<file path="config.mk">
export PLATFORM = sky130hd
export DESIGN_NAME = stbs_ctrl
export DESIGN_NICKNAME = d
export VERILOG_FILES = /design/src/rtl/stbs_pkg.sv /design/src/rtl/stbs_ctrl.sv
export SDC_FILE = /design/constraint.sdc
export NUM_CORES = 1
export LEC_CHECK = 0
export BUFFER_PORTS_ARGS = -buffer_cell sky130_fd_sc_hd__buf_2
export CORE_AREA = 2 2 39 41
export DETAILED_ROUTE_END_ITERATION = 10
export DIE_AREA = 0 0 41 43
export PLACE_DENSITY_LB_ADDON = 0.3
export SYNTH_ARGS = -nofsm -noshare
export SYNTH_HDL_FRONTEND = slang
export SYNTH_SLANG_ARGS = --single-unit
</file>
<file path="constraint.sdc">
create_clock -name clk -period 1.1 [get_ports clk]
set_input_delay 0.11 -clock clk [delete_from_list [all_inputs] [get_ports clk]]
set_output_delay 0.11 -clock clk [all_outputs]
set_load 0.05 [all_outputs]
</file>
<file path="src/rtl/stbs_pkg.sv">
// Shared types and constants for the sorted-table binary search core.
// Holds the controller state type, the command and status bundles and field codes.
// No dependencies; every other file imports this package.
`default_nettype none

package stbs_pkg;

    // Default table depth handed to the top level.
    localparam int DEFAULT_TABLE_DEPTH = 1024;

    // Fixed field widths.
    localparam int VALUE_W = 32;
    localparam int INDEX_W = 10;
    localparam int COUNT_W = 11;
    localparam int MODE_W  = 3;

    // Item kinds carried in the func field.
    localparam logic FUNC_WRITE  = 1'b0;
    localparam logic FUNC_SEARCH = 1'b1;

    // Search modes.
    localparam logic [MODE_W-1:0] MODE_EXACT    = 3'd0;
    localparam logic [MODE_W-1:0] MODE_FIRST_GE = 3'd1;
    localparam logic [MODE_W-1:0] MODE_FIRST_GT = 3'd2;
    localparam logic [MODE_W-1:0] MODE_LAST_LE  = 3'd3;
    localparam logic [MODE_W-1:0] MODE_LAST_LT  = 3'd4;

    // Controller states.
    typedef enum logic [1:0] {
        ST_IDLE,
        ST_READ,
        ST_CMP,
        ST_DONE
    } stbs_state_t;

    // Commands from the controller to the datapath.
    typedef struct packed {
        logic write;    // store the accepted entry
        logic start;    // load target and mode, reset the bounds
        logic read;     // compute the midpoint and read that entry
        logic compare;  // compare the read entry and narrow the bounds
        logic emit;     // load the output register with the result
    } stbs_cmd_t;

    // Status from the datapath to the controller.
    typedef struct packed {
        logic range_empty;  // lower bound has reached the upper bound
        logic mode_ok;      // the held mode is a known search mode
        logic exact_hit;    // exact mode and the probed entry equals the target
        logic out_free;     // the output register can take a result
    } stbs_status_t;

endpackage : stbs_pkg

`default_nettype wire

</file>
<file path="src/rtl/stbs_ctrl.sv">
// Controller state machine for the sorted-table binary search core.
// Sequences entry writes and the read/compare steps of each search.
// Depends on stbs_pkg for the state type and the command and status bundles.
`default_nettype none

module stbs_ctrl
    import stbs_pkg::*;
(
    input  wire logic         clk,
    input  wire logic         rst_n,
    input  wire logic         s_tvalid,
    output logic              s_tready,
    input  wire logic         func,
    input  wire stbs_status_t sts,
    output stbs_cmd_t         cmd
);

    stbs_state_t state_reg;
    stbs_state_t state_next;

    // State register.
    always_ff @(posedge clk or negedge rst_n)
    begin
        if (!rst_n)
        begin
            state_reg <= ST_IDLE;
        end
        else
        begin
            state_reg <= state_next;
        end
    end

    // Next-state logic.
    always_comb
    begin
        state_next = state_reg;
        case (state_reg)
            ST_IDLE:
            begin
                if (s_tvalid && (func == FUNC_SEARCH))
                begin
                    state_next = ST_READ;
                end
            end
            ST_READ:
            begin
                if (sts.range_empty || !sts.mode_ok)
                begin
                    state_next = ST_DONE;
                end
                else
                begin
                    state_next = ST_CMP;
                end
            end
            ST_CMP:
            begin
                if (sts.exact_hit)
                begin
                    state_next = ST_DONE;
                end
                else
                begin
                    state_next = ST_READ;
                end
            end
            ST_DONE:
            begin
                if (sts.out_free)
                begin
                    state_next = ST_IDLE;
                end
            end
            default:
            begin
                state_next = ST_IDLE;
            end
        endcase
    end

    // Output logic: handshake ready and datapath commands.
    always_comb
    begin
        s_tready    = 1'b0;
        cmd         = '0;
        case (state_reg)
            ST_IDLE:
            begin
                s_tready  = 1'b1;
                cmd.write = s_tvalid && (func == FUNC_WRITE);
                cmd.start = s_tvalid && (func == FUNC_SEARCH);
            end
            ST_READ:
            begin
                cmd.read = !sts.range_empty && sts.mode_ok;
            end
            ST_CMP:
            begin
                cmd.compare = 1'b1;
            end
            ST_DONE:
            begin
                cmd.emit = sts.out_free;
            end
            default:
            begin
                s_tready = 1'b0;
            end
        endcase
    end

endmodule : stbs_ctrl

`default_nettype wire

</file>
## After elaboration in Yosys (flattened, before gate mapping)

Index checks and enable logic that the tools add are counted.

- Register bits after elaboration: 2
- Word-level logic and storage cells: 25

- Mux-type cells: 10
- Reduce and logical (&&, ||, !) cells: 8
- Eq/ne operators: 5
- Bitwise logic cells: 1

Operators by type and width:

| cell | number |
|---|---|
| 2-to-1 mux 2 bit | 4 |
| one-hot mux 2 bit (4 select lines) | 1 |
| 2-to-1 mux 1 bit | 5 |
| == test 2 bit, second input constant | 2 |
| inequality test 2 bit, second input constant | 2 |
| logical AND 1 bit | 3 |
| == test 2 x 1 -> 1 bit, second input constant | 1 |
| logical NOT 1 bit | 2 |
| logical NOT 2 bit | 1 |
| AND reduction 2 bit | 1 |
| logical OR 1 bit | 1 |
| inverter 1 bit | 1 |

## Longest topological paths before layout

- Depth after elaboration: 4
- Mapped depth: 2
- Depth with buffers taken out: 2

## Worst setup path before layout

OpenSTA, ideal clock, no wires.

- Path type: flip-flop to output port
- From: reg state_reg[1]
- To: out cmd[4] (netlist bit)
- Arrival time: 2.129 ns
- Stages on the path, launching flop included: 2
- Path buffers: 0
- Setup slack: -1.139 ns
- Path through: dfrtp_1 > nor4b_1

RTL lines:

| element | line | RTL |
|---|---|---|
| start: declaration | stbs_ctrl.sv:18 | `stbs_state_t state_reg;` |
| start signal: assignment | stbs_ctrl.sv:30 | `state_reg <= state_next;` |
| end: declaration | stbs_ctrl.sv:15 | `output stbs_cmd_t cmd` |

==> metrics.cfg <==
[global_route]
grt_max_degree = 7
grt_pass1_wl_um = 779
antenna_found_initial = 0
grt_overflow = 0
grt_pass1_vias = 190
track_usage = 0.0702

[die]
fp.coreArea_um2 = 1380
start_util = 0.0976
io_pins = 14
fp-row-count = 14
die_y_um = 43
die_w_um = 41
dieArea_um2 = 1760

[power]
p_total_mw = 1.00
power_density_nw_per_um2 = 2660
p_leak_nw = 0.179
ir_worst_vdd_mv = 1.06

[routing]
routed_wl_um = 493
routedWlPerCell_um = 9.67
dr.pass1.iters = 2
antenna_left = 0
drtIter0Drc = 2
dr_total_vias = 185
viasPerCell = 3.63
drc = 0

[status]
violations = negative setup slack
status = finished, violations left

[placed_design]
port_buffers = 13
place_area_um2 = 279
gp_congestion = 0.591

[finish]
final_cell_mix = 7 x buf_2, 6 x buf_6, 3 x clkbuf_4, 3 x buf_4
layout_commonest_cell = buf_2
finalNetCount = 44
area_growth_pct = 179
stdcell_area_um2 = 377
layout-drive-gt1-share = 0.857
antenna_cells = 0
post-route-util = 0.272
largest_register_ffs = 2

[clocking]
clockBufferDepth = 2
h-tree-depth = 1
clkTransAtPathRegs_ns = 0.03
clk-insertion-delay-late_ns = 0.23
cts_buffers = 3
root_buffer = clkbuf_4
cts_tree = done
clock_sinks = 2

[flow_run]
drv_cap = 0

[critical_path]
worstPathRequired_ns = 0.99
cp-end-kind = output port
critPathArrivalTime_ns = 1.21
critPathKind = reg2out
crit_start = state_reg[1]
crit_path_start_kind = flip-flop
crit_fanout = 6
worstReg2RegStart = state_reg[1]

[timing]
max_freq_ghz = 0.756
finalCritPeriodShare = 1.20
tightest_slew_ns = 0.245
setup_viol = 7
maxSlewViolCount = 0
fin_tns_setup_ns = -0.869
rsz0062_at_grt = true
hold_viol = 0
fin_crit_ns = 1.32
setup_slack_ns = -0.223
relSlewSlack = 0.837
whs_ns = 0.173
skew_ns = 0.00368

[synthesis]
yosysSeqAreaShare = 0.370
ys_seq_elements = 2
syn-cell-area_um2 = 135
synth_fp_nets = 20
syn_avg_cell_area_um2 = 11.3
synth_cells = 12
ys_warn_count = 0
ys_types = 11

[min_path]
hp-class = in2reg
hold_path.startpoint = s_tvalid

## critical path: stages, from the launching register on
cell      delay, ns
dfrtp_2        0.47
nor4bb_4       0.32
buf_6          0.20
## worst paths after layout
check                               endpoint  cells past startpoint  slack, ns
max in group asynchronous       state_reg[0]                      2       0.80
worst min register to register  state_reg[1]                      2       0.71
min in group asynchronous       state_reg[1]                      2       0.19
worst max register to register  state_reg[0]                      3      -0.01
worst min-delay path            state_reg[0]                      3       0.17
worst max-delay path                  cmd[2]                      2      -0.22
## per-stage QoR
stage	setup slack, ns	instances
2_1_floorplan	-0.270	12
3_3_place_gp	-0.0540	45
3_5_place_dp	-0.0697	45
4_1_cts	-0.244	51
5_1_grt	-0.286	51
6_report	-0.223	51
## where the power goes
| part | leakage [nW] | internal [mW] | switching [mW] |
|---|---|---|---|
| logic | 0.144 | 0.300 | 0.309 |
| clock network | 0.0150 | 0.135 | 0.0463 |
| registers | 0.0202 | 0.117 | 0.0948 |
| total | 0.179 | 0.552 | 0.450 |
## cell families (layout without fill, tap and decap cells)
family	Yosys count	count (layout)	share of synthesized area
AND/OR/NAND/NOR	8	8	0.500
AO/OA/AOI/OAI	2	2	0.130
flip-flops	2	2	0.370
buffers and inverters	0	23	0
## cell type report
| class | instances | area (um2) |
|---|---|---|
| fill | 154 | 1010 |
| clock buffer | 4 | 26.3 |
| multi-input combinational | 10 | 113 |
| tap | 16 | 20.0 |
| timing repair buffer | 19 | 165 |
| sequential | 2 | 52.6 |
## routing by layer
layer | part of all wire | GRT usage | up-vias
met1 | 0.41 | 0.0769 | 80
li1 | - | - | 91
met2 | 0.45 | 0.0969 | 14
met3 | 0.13 | 0.0471 | 0
met5 | 0 | 0 | -
met4 | 0 | 0.0400 | 0
## synthesized netlist by cell type, drive strengths merged
| cell type | instances | area, um2 |
|---|---|---|
| dfrtp | 2 | 50.1 |
| nand2 | 1 | 3.75 |
| nor2 | 2 | 10.0 |
| a211oi | 1 | 12.5 |
| nor4bb | 1 | 25.0 |
| a21oi | 1 | 5.00 |
| nor2b | 1 | 6.26 |
| nor4b | 1 | 8.76 |
| and3 | 2 | 13.8 |
## repair_timing
action / CTS / global route
setup buffers: 1 / 0
hold buffers: 1 / 0
hold endpoints to repair: 2 / 0
endpoints found under the setup margin: 6 / 7
gates resized for setup: 16 / 1
Power figures use the tool's default switching activity.
